[src/sv/dgskl_pkg.sv]
// ----------------------------------------------------------------------------
// Symmetric divergence unit package
// Field widths, numeric limits, status codes and controller states used by
// the channel interfaces and the divergence unit.
// ----------------------------------------------------------------------------
package dgskl_pkg;

   localparam int MeanWidth     = 24;
   localparam int VarWidth      = 24;
   localparam int DistWidth     = 48;
   localparam int AccWidth      = 56;
   localparam int FracBits      = 16;
   localparam int DiffWidth     = MeanWidth + 1;
   localparam int NumWidth      = 49;
   localparam int DivSteps      = NumWidth;
   localparam int StepCntWidth  = $clog2(DivSteps);

   typedef enum logic [1:0] {
      STATUS_OK        = 2'd0,
      STATUS_ZERO_VAR  = 2'd1,
      STATUS_SATURATED = 2'd2
   } status_type;

   typedef enum logic [2:0] {
      ST_IDLE,
      ST_DIFF,
      ST_SQUARE,
      ST_LOAD,
      ST_DIVIDE,
      ST_ACC_A,
      ST_ACC_B,
      ST_FINISH
   } state_type;

endpackage

[src/sv/dgskl_if.sv]
// ----------------------------------------------------------------------------
// Symmetric divergence unit channels
// Valid/ready channels for the per-dimension requests and the results.
// ----------------------------------------------------------------------------
interface dgskl_req_if;
   logic                                      valid;
   logic                                      ready;
   logic signed [dgskl_pkg::MeanWidth-1:0]    mean_a;
   logic        [dgskl_pkg::VarWidth-1:0]     variance_a;
   logic signed [dgskl_pkg::MeanWidth-1:0]    mean_b;
   logic        [dgskl_pkg::VarWidth-1:0]     variance_b;
   logic                                      last_dim;

   modport source (output valid, mean_a, variance_a, mean_b, variance_b, last_dim,
                   input ready);
   modport sink   (input valid, mean_a, variance_a, mean_b, variance_b, last_dim,
                   output ready);
endinterface

interface dgskl_rsp_if;
   logic                                 valid;
   logic                                 ready;
   logic [dgskl_pkg::DistWidth-1:0]      distance;
   dgskl_pkg::status_type                status;

   modport source (output valid, distance, status, input ready);
   modport sink   (input valid, distance, status, output ready);
endinterface

[src/sv/diagonal_gaussian_sym_kl_unit.sv]
// An accepted request steps through the DIFF, SQUARE, LOAD, DIVIDE, ACC_A, ACC_B and FINISH
// states, or from DIFF straight to FINISH when a variance of the request is zero.
// A new request is taken only in IDLE, once the last one has left FINISH; the two bit-serial
// dividers run in parallel in DIVIDE, one quotient bit per cycle.
// A finished result waits in the output register while the next request is taken.
// Reset is synchronous and active high; it clears the sum, the flags and all control.
// ----------------------------------------------------------------------------
// Diagonal Gaussian symmetric divergence unit
// Accumulates the per-dimension ratio and Mahalanobis terms with two restoring
// dividers and emits half the saturated sum on the request marked as the last dimension.
// ----------------------------------------------------------------------------
module diagonal_gaussian_sym_kl_unit (
   input logic          clock,
   input logic          reset,
   dgskl_req_if.sink    req_ch,
   dgskl_rsp_if.source  rsp_ch
);

   localparam int MW  = dgskl_pkg::MeanWidth;
   localparam int VW  = dgskl_pkg::VarWidth;
   localparam int DW  = dgskl_pkg::DiffWidth;
   localparam int NW  = dgskl_pkg::NumWidth;
   localparam int AW  = dgskl_pkg::AccWidth;
   localparam int OW  = dgskl_pkg::DistWidth;
   localparam int CW  = dgskl_pkg::StepCntWidth;
   localparam int FB  = dgskl_pkg::FracBits;

   dgskl_pkg::state_type state_ff, state_in;

   logic signed [MW-1:0]  mean_a_ff, mean_b_ff;
   logic [VW-1:0]         var_a_ff, var_b_ff;
   logic                  last_ff;
   logic [DW-1:0]         absd_ff;
   logic [NW-1:0]         dsq_ff;
   logic [NW-1:0]         num_a_ff, num_b_ff;
   logic [VW-1:0]         rem_a_ff, rem_b_ff;
   logic [CW-1:0]         count_ff;
   logic [AW-1:0]         sum_acc_ff;
   logic                  zero_seen_ff, ovf_seen_ff;
   logic                  rsp_valid_ff;
   logic [OW-1:0]         rsp_distance_ff;
   dgskl_pkg::status_type rsp_status_ff;

   logic                  accept;
   logic                  zero_var;
   logic                  emit;
   logic signed [DW-1:0]  diff;
   logic [2*DW-1:0]       square;
   logic [VW:0]           trial_a, trial_b;
   logic                  ge_a, ge_b;
   logic [VW-1:0]         rem_a_in, rem_b_in;
   logic [NW-1:0]         add_q;
   logic [AW:0]           acc_sum;

   assign accept   = req_ch.valid && req_ch.ready;
   assign zero_var = (var_a_ff == '0) || (var_b_ff == '0);
   assign emit     = (state_ff == dgskl_pkg::ST_FINISH) && last_ff
                     && (!rsp_valid_ff || rsp_ch.ready);

   assign diff   = $signed({mean_a_ff[MW-1], mean_a_ff}) - $signed({mean_b_ff[MW-1], mean_b_ff});
   assign square = absd_ff * absd_ff;

   // Lane a divides by variance_b, lane b by variance_a.
   assign trial_a  = {rem_a_ff, num_a_ff[NW-1]};
   assign trial_b  = {rem_b_ff, num_b_ff[NW-1]};
   assign ge_a     = trial_a >= {1'b0, var_b_ff};
   assign ge_b     = trial_b >= {1'b0, var_a_ff};
   assign rem_a_in = ge_a ? VW'(trial_a - {1'b0, var_b_ff}) : trial_a[VW-1:0];
   assign rem_b_in = ge_b ? VW'(trial_b - {1'b0, var_a_ff}) : trial_b[VW-1:0];

   assign add_q   = (state_ff == dgskl_pkg::ST_ACC_A) ? num_a_ff : num_b_ff;
   assign acc_sum = {1'b0, sum_acc_ff} + {{(AW + 1 - NW){1'b0}}, add_q};

   always_ff @(posedge clock) begin
      if (reset) begin
         state_ff <= dgskl_pkg::ST_IDLE;
      end else begin
         state_ff <= state_in;
      end
   end

   always_comb begin
      state_in     = state_ff;
      req_ch.ready = 1'b0;
      unique case (state_ff)
         dgskl_pkg::ST_IDLE: begin
            req_ch.ready = !reset;
            if (req_ch.valid) begin
               state_in = dgskl_pkg::ST_DIFF;
            end
         end
         dgskl_pkg::ST_DIFF: begin
            state_in = zero_var ? dgskl_pkg::ST_FINISH : dgskl_pkg::ST_SQUARE;
         end
         dgskl_pkg::ST_SQUARE: state_in = dgskl_pkg::ST_LOAD;
         dgskl_pkg::ST_LOAD:   state_in = dgskl_pkg::ST_DIVIDE;
         dgskl_pkg::ST_DIVIDE: begin
            if (count_ff == CW'(dgskl_pkg::DivSteps - 1)) begin
               state_in = dgskl_pkg::ST_ACC_A;
            end
         end
         dgskl_pkg::ST_ACC_A:  state_in = dgskl_pkg::ST_ACC_B;
         dgskl_pkg::ST_ACC_B:  state_in = dgskl_pkg::ST_FINISH;
         dgskl_pkg::ST_FINISH: begin
            if (!last_ff || emit) begin
               state_in = dgskl_pkg::ST_IDLE;
            end
         end
         default: state_in = dgskl_pkg::ST_IDLE;
      endcase
   end

   always_ff @(posedge clock) begin
      if (accept) begin
         mean_a_ff <= req_ch.mean_a;
         var_a_ff  <= req_ch.variance_a;
         mean_b_ff <= req_ch.mean_b;
         var_b_ff  <= req_ch.variance_b;
         last_ff   <= req_ch.last_dim;
      end
      if (state_ff == dgskl_pkg::ST_DIFF) begin
         absd_ff <= diff[DW-1] ? DW'(-diff) : DW'(diff);
      end
      if (state_ff == dgskl_pkg::ST_SQUARE) begin
         dsq_ff <= square[NW-1:0];
      end
      if (state_ff == dgskl_pkg::ST_LOAD) begin
         num_a_ff <= {{(NW - VW - FB){1'b0}}, var_a_ff, {FB{1'b0}}} + dsq_ff;
         num_b_ff <= {{(NW - VW - FB){1'b0}}, var_b_ff, {FB{1'b0}}} + dsq_ff;
         rem_a_ff <= '0;
         rem_b_ff <= '0;
      end else if (state_ff == dgskl_pkg::ST_DIVIDE) begin
         num_a_ff <= {num_a_ff[NW-2:0], ge_a};
         num_b_ff <= {num_b_ff[NW-2:0], ge_b};
         rem_a_ff <= rem_a_in;
         rem_b_ff <= rem_b_in;
      end
      if (emit) begin
         rsp_distance_ff <= (zero_seen_ff || ovf_seen_ff || (sum_acc_ff[AW-1:OW+1] != '0))
                            ? {OW{1'b1}} : sum_acc_ff[OW:1];
         if (zero_seen_ff) begin
            rsp_status_ff <= dgskl_pkg::STATUS_ZERO_VAR;
         end else if (ovf_seen_ff || (sum_acc_ff[AW-1:OW+1] != '0)) begin
            rsp_status_ff <= dgskl_pkg::STATUS_SATURATED;
         end else begin
            rsp_status_ff <= dgskl_pkg::STATUS_OK;
         end
      end
   end

   always_ff @(posedge clock) begin
      if (reset) begin
         count_ff     <= '0;
         sum_acc_ff   <= '0;
         zero_seen_ff <= 1'b0;
         ovf_seen_ff  <= 1'b0;
         rsp_valid_ff <= 1'b0;
      end else begin
         if (state_ff == dgskl_pkg::ST_DIVIDE) begin
            count_ff <= count_ff + 1'b1;
         end else begin
            count_ff <= '0;
         end
         if (state_ff == dgskl_pkg::ST_DIFF && zero_var) begin
            zero_seen_ff <= 1'b1;
         end
         if (state_ff == dgskl_pkg::ST_ACC_A || state_ff == dgskl_pkg::ST_ACC_B) begin
            if (acc_sum[AW]) begin
               sum_acc_ff  <= {AW{1'b1}};
               ovf_seen_ff <= 1'b1;
            end else begin
               sum_acc_ff <= acc_sum[AW-1:0];
            end
         end
         if (emit) begin
            sum_acc_ff   <= '0;
            zero_seen_ff <= 1'b0;
            ovf_seen_ff  <= 1'b0;
            rsp_valid_ff <= 1'b1;
         end else if (rsp_ch.ready) begin
            rsp_valid_ff <= 1'b0;
         end
      end
   end

   assign rsp_ch.valid    = rsp_valid_ff;
   assign rsp_ch.distance = rsp_distance_ff;
   assign rsp_ch.status   = rsp_status_ff;

endmodule
[src/flat_wrapper.sv]
// flat-port wrapper written by rule: the top's interface ports become plain ports
module diagonal_gaussian_sym_kl_unit_flat 
  (clock, reset, req_ch_valid, req_ch_mean_a, req_ch_variance_a, req_ch_mean_b, req_ch_variance_b, req_ch_last_dim, req_ch_ready, rsp_ch_valid, rsp_ch_distance, rsp_ch_status, rsp_ch_ready);
  dgskl_req_if req_ch_i ();
  dgskl_rsp_if rsp_ch_i ();
  input logic clock;
  input logic reset;
  input wire logic [$bits(req_ch_i.valid)-1:0] req_ch_valid;
  input wire logic [$bits(req_ch_i.mean_a)-1:0] req_ch_mean_a;
  input wire logic [$bits(req_ch_i.variance_a)-1:0] req_ch_variance_a;
  input wire logic [$bits(req_ch_i.mean_b)-1:0] req_ch_mean_b;
  input wire logic [$bits(req_ch_i.variance_b)-1:0] req_ch_variance_b;
  input wire logic [$bits(req_ch_i.last_dim)-1:0] req_ch_last_dim;
  output wire logic [$bits(req_ch_i.ready)-1:0] req_ch_ready;
  output wire logic [$bits(rsp_ch_i.valid)-1:0] rsp_ch_valid;
  output wire logic [$bits(rsp_ch_i.distance)-1:0] rsp_ch_distance;
  output wire logic [$bits(rsp_ch_i.status)-1:0] rsp_ch_status;
  input wire logic [$bits(rsp_ch_i.ready)-1:0] rsp_ch_ready;
  assign req_ch_i.valid = req_ch_valid;
  assign req_ch_i.mean_a = req_ch_mean_a;
  assign req_ch_i.variance_a = req_ch_variance_a;
  assign req_ch_i.mean_b = req_ch_mean_b;
  assign req_ch_i.variance_b = req_ch_variance_b;
  assign req_ch_i.last_dim = req_ch_last_dim;
  assign req_ch_ready = req_ch_i.ready;
  assign rsp_ch_valid = rsp_ch_i.valid;
  assign rsp_ch_distance = rsp_ch_i.distance;
  assign rsp_ch_status = rsp_ch_i.status;
  assign rsp_ch_i.ready = rsp_ch_ready;
  diagonal_gaussian_sym_kl_unit u_core (.clock(clock), .reset(reset), .req_ch(req_ch_i), .rsp_ch(rsp_ch_i));
endmodule
[config.mk]
export PLATFORM = sky130hd
export DESIGN_NAME = diagonal_gaussian_sym_kl_unit_flat
export DESIGN_NICKNAME = d
export VERILOG_FILES = /design/src/sv/dgskl_pkg.sv /design/src/sv/dgskl_if.sv /design/src/sv/diagonal_gaussian_sym_kl_unit.sv /design/src/flat_wrapper.sv
export SDC_FILE = /design/constraint.sdc
export NUM_CORES = 2
export LEC_CHECK = 0
export ABC_AREA = 1
export BUFFER_PORTS_ARGS = -buffer_cell sky130_fd_sc_hd__buf_2
export CAP_MARGIN = 20
export CORE_MARGIN = 4
export CORE_UTILIZATION = 40
export DETAILED_ROUTE_END_ITERATION = 7
export PLACE_DENSITY_LB_ADDON = 0.08
export RECOVER_POWER = 25
export SYNTH_ARGS = -nofsm -noshare
export SYNTH_HDL_FRONTEND = slang
export SYNTH_SLANG_ARGS = --single-unit
[constraint.sdc]
create_clock -name clock -period 8.8 [get_ports clock]
set_input_delay 1.32 -clock clock [delete_from_list [all_inputs] [get_ports clock]]
set_output_delay 1.32 -clock clock [all_outputs]
set_load 0.01 [all_outputs]
* Word-level counts from Yosys, hierarchy flattened
Index checks and enable logic that the tools add are counted.
Storage, ports and cells: bits in latches 0, logic and storage cells 85, RAM bits 0, memory bits (read-only) 0, memories 0, flip-flop bits (word level) 435
Operators by class: multipliers 1, reduce and logical (&&, ||, !) cells 24, bitwise operators 1, add/subtract/negate cells 8, div/mod/pow operators 0, magnitude comparators 2, muxes and demuxes 18, eq/ne operators 11, shifts and indexed selects 0
Operators by type and width (number):
- two-way mux 49 bit | 5
- adder 40 x 49 -> 49 bit | 2
- two-way mux 24 bit | 3
- adder 56 x 49 -> 57 bit | 1
- two-way mux 56 bit | 1
- >= comparator 25 x 24 -> 1 bit | 2
- multiplier 25 x 25 -> 49 bit | 1
- logical NOT 24 bit | 2
- subtractor 24 bit | 2
- negator 25 bit | 1
- subtractor 24 x 24 -> 25 bit | 1
- case mux 3 bit (8 select lines) | 1
- == test 3 bit (second input constant) | 4
- two-way mux 3 bit | 4
- logical OR 1 bit | 7
- nonzero test 7 bit | 1
- adder 6 x 1 -> 6 bit (second input constant) | 1
- == test 3 x 2 -> 1 bit (second input constant) | 2
- == test 6 bit (second input constant) | 1
- logical AND 1 bit | 4
- inequality test 2 bit (second input constant) | 2
- nonzero test 2 bit | 2
- OR reduction 2 bit | 2
- == test 3 x 1 -> 1 bit (second input constant) | 1
- other kinds (8) | 12

* Logic depth before layout (Yosys ltp)
depth after elaboration 6, gate-level depth with buffers 30

* Least setup slack after synthesis
OpenSTA, ideal clock, no wires.
kind input to register, start point input port reset, end point register u_core.last_ff, enable pin, buffers on the path 0, required time 8107 ps, arrival time 8393 ps, path slack -287 ps, stages 1, setup time 693 ps, path through nor3b_1
Between the ends: word-level cells in the longest chain between the ends 3
Ends and longest elaborated chain:
- start: declaration | RTL line flat_wrapper.sv:7 | input logic reset;
- logical NOT 1 bit | RTL line diagonal_gaussian_sym_kl_unit.sv:87 | req_ch.ready = !reset;
- two-way mux 1 bit | RTL line diagonal_gaussian_sym_kl_unit.sv:85 | unique case (state_ff)
- logical AND 1 bit | RTL line diagonal_gaussian_sym_kl_unit.sv:55 | assign accept = req_ch.valid && req_ch.ready;
- end signal: assignment | RTL line diagonal_gaussian_sym_kl_unit.sv:119 | last_ff <= req_ch.last_dim;
- end: declaration | RTL line diagonal_gaussian_sym_kl_unit.sv:32 | logic last_ff;
No other way between the ends. A chain may end at the register's enable or synchronous reset.

* Worst setup path after layout
start point register u_core.absd_ff[0], end point register u_core.dsq_ff[34], data pin
Between the ends: word-level cells in the longest chain between the ends 1
Ends and longest elaborated chain:
- start: declaration | RTL line diagonal_gaussian_sym_kl_unit.sv:33 | logic [DW-1:0] absd_ff;
- start signal: assignment | RTL line diagonal_gaussian_sym_kl_unit.sv:122 | absd_ff <= diff[DW-1] ? DW'(-diff) : DW'(diff);
- multiplier 25 x 25 -> 49 bit | RTL line diagonal_gaussian_sym_kl_unit.sv:61 | assign square = absd_ff * absd_ff;
- named net u_core.square[34] | RTL line diagonal_gaussian_sym_kl_unit.sv:48 | logic [2*DW-1:0] square;
- end signal: assignment | RTL line diagonal_gaussian_sym_kl_unit.sv:125 | dsq_ff <= square[NW-1:0];
- end: declaration | RTL line diagonal_gaussian_sym_kl_unit.sv:34 | logic [NW-1:0] dsq_ff;
The timed path passes the listed nets, and every way through them passes these cells.

==> metrics.cfg <==
[floorplanning]
pin_count = 153
design.core.area_um2 = 117000
die_ht_um = 352
dieWidth_um = 352
initial_utilization_pct = 40.5
num_rows = 125
design.die.area_um2 = 124000

[synthesis]
netlist_area_um2 = 47200
post_synth_num_cell_types = 56
cell_taking_the_most_area_after_synthesis = edfxtp_1
syn-mean-instance-area_um2 = 7.69
yosysTopAreaCellShare_pct = 20.2
syn-num-nets = 7067
ffs_latches_synth = 434
synth_warnings = 0
syn-instance-count = 6134
synth_enable_flop_cells = 318
yosys-top-cells-count = nand2_1, inv_1, fa_1
yosys_most_used_dff = edfxtp_1
synth_sequential_area_ratio_pct = 25.2
ys_top_cells_by_area = edfxtp_1, fa_1, nand2_1, inv_1, ha_1
synthMostInstantiatedCell = nand2_1
postSynth.asyncResetShare_pct = 0

[route]
detailedRoute.firstPassIterationCount = 6
drt-wirelength-per-cell_um = 18.9
drtIter0Drc = 2862
wirelength_um = 148000
route.detailed.drc = 0
detail_route.vias_per_cell = 5.00
route.antenna.remaining_nets = 0
vias = 39100

[min_path]
hold_path_cell_cnt = 1
worst_hold_check_path_type = flip-flop to flip-flop
worstHoldStart = u_core.count_ff[0]
min_delay_worst_endpoint = u_core.count_ff[0]

[critical_path]
worst_path_max_delay_cell = clkbuf_1
critical_path.most_common_cell = fa_1
reg2regPathDepth = 22
worstSetupStartpoint = u_core.absd_ff[0]
critical_path.reg2reg.startpoint = u_core.absd_ff[0]
worst_ep_arrival_time_ps = 8050
worst-path-buf-inv = 6
worst-path-max-fanout = 24
timing.critical_path.max_delay_family = adder cells
timing.rr.end = u_core.dsq_ff[34]
critical_path.endpoint_type = flip-flop
worst_path_largest_cell_delay_ps = 1170
worstSetupStartpointType = flip-flop
setup.worst_path.class = flip-flop to flip-flop
critical_path.cell_chain = clkbuf_1 > nand2_1 > inv_1 > ha_1 > inv_1 > fa_1 > inv_1 > fa_1 > fa_1 > fa_1 > fa_1 > inv_1 > fa_1 > inv_1 > ha_1 > a21o_1 > a21oi_1 > o21a_1 > nand2_1 > a21oi_1 > o21bai_1 > xor2_1
critPathRequiredTime_ps = 9230
rrSetupSlack_ps = 1180

[cts]
post_cts.resized_instances = 0
inserted_clock_buffers = 54
h_tree_depth_reported_by_cts = 2
insertion_delay_ps = 660
ctsHoldBuffers = 0
clkSlewWorstSetupHoldPaths_ps = 60
tritoncts_num_sinks = 434
max-clock-path-buffers = 3
post_cts_buffers = 0
tritoncts = built
cts-root-buf = clkbuf_16

[layout]
final_layout_size_suffix_gt1_share_pct = 5.43
nNetsFinal = 7184
nFillCells = 12000
layout-area-overhead-vs-synth_pct = 9.00

[outcome]
violated_checks = capacitance limit, slew limit
outcome = finished, violations left

[global_routing]
antenna_violations_before_repair = 2
first_pass_grt_wire_length_um = 230000
pin_count_of_the_biggest_net_entering_global_routing = 79
first_global_vias = 39900
grt.overflow.total = 0
grt_usage_pct = 24.0

[timing]
grt_setup_unrepaired = false
slew-limit-headroom_pct = -107
final_setup_violation_count = 0
worst_pin_slew_ps = 3100
final.period_utilization_pct = 86.6
fin_tns_setup_ps = 0
fin_crit_ps = 7620
fin_skew_ps = 37.2
fmax_mhz = 131
final_hold_viol_count = 0
slew_violations = 135

[placement]
detailedPlacementHpwl_um = 124000
place.port_buffers = 152
place_congestion = 0.963

[job]
maxCapViolCount = 4

==> state kept, by name (all words and copies together) (netlist names), 25 cells and up <==
name,count
u_core.rsp_ch.distance,48
u_core.num_b_ff,49
u_core.sum_acc_ff,56
u_core.dsq_ff,48
u_core.absd_ff,25
u_core.num_a_ff,49
==> placed cells by master (no fill, tap or decap), drive strengths merged, types with 53 or more instances in the layout <==
master	n
nand2	1535
inv	1381
fa	472
nor2	446
ha	360
edfxtp	318
a21oi	315
o21ai	303
nand3	256
buf	182
dfxtp	116
xor2	102
clkbuf	87
xnor2	68
nand4	61
nor3	53
==> area by class of cell <==
class                           count  area, um^2  area share [%]
Timing Repair Buffer              198        1110            2.15
Antenna cell                        1        2.50         0.00486
Clock buffer                       71        1470            2.85
Multi-Input combinational cell   4185       29600            57.6
Tap cell                         1524        1910            3.71
Clock inverter                     31         278           0.540
Sequential cell                   434       11900            23.1
Inverter                         1378        5180            10.1
==> metrics by stage <==
step | cells | hold WS [ps] | setup slack [ps] | utilization (%) | area, um^2
global route | 7821 | 477 | 916 | 44.1 | 51400
detailed placement | 7718 | 445 | 1220 | 42.6 | 49700
CTS | 7820 | 458 | 1250 | 44.1 | 51500
finish | 7822 | 454 | 1180 | 44.1 | 51400
global placement | 7717 | 435 | 1120 | 42.6 | 49700
floorplan | 6134 | 417 | 2370 | - | 47200
==> routing by layer <==
layer / GRT usage [%] / wire length [um] / vias to the layer above / share of wire [%]
met3: 2.16 / 6620 / 167 / 4.5
li1: - / - / 19300 / -
met2: 41.1 / 69700 / 916 / 47
met1: 32.9 / 67900 / 18700 / 46
met4: 6.02 / 3900 / 0 / 2.6
met5: 0 / 0 / - / 0
==> logic make-up (layout without fill, tap and decap cells) <==
group / after synthesis / after routing / share of synthesized area, %
xor gates and xnor gates: 170 / 170 / 3.15
DFF: 434 / 434 / 25.2
other: 0 / 1 / 0
adders and majority gates: 832 / 832 / 29.6
and+or+nand+nor: 2407 / 2407 / 20.9
buffers and inverters: 1515 / 1678 / 12.2
AOI/OAI and AO/OA: 776 / 776 / 9.02
==> how the worst max path moves through the flow <==
stage,end,slack (ps),cells after the start
finish,u_core.dsq_ff[34],1180,22
floorplan,u_core.dsq_ff[43],2370,28
CTS,u_core.dsq_ff[34],1250,24
detailed placement,u_core.dsq_ff[34],1220,24
global route,u_core.dsq_ff[34],920,23
global placement,u_core.dsq_ff[34],1120,24
Power is left out: the tool's default activity adds up to more than one toggle a clock period on the data nets, which glitch-free logic cannot reach.
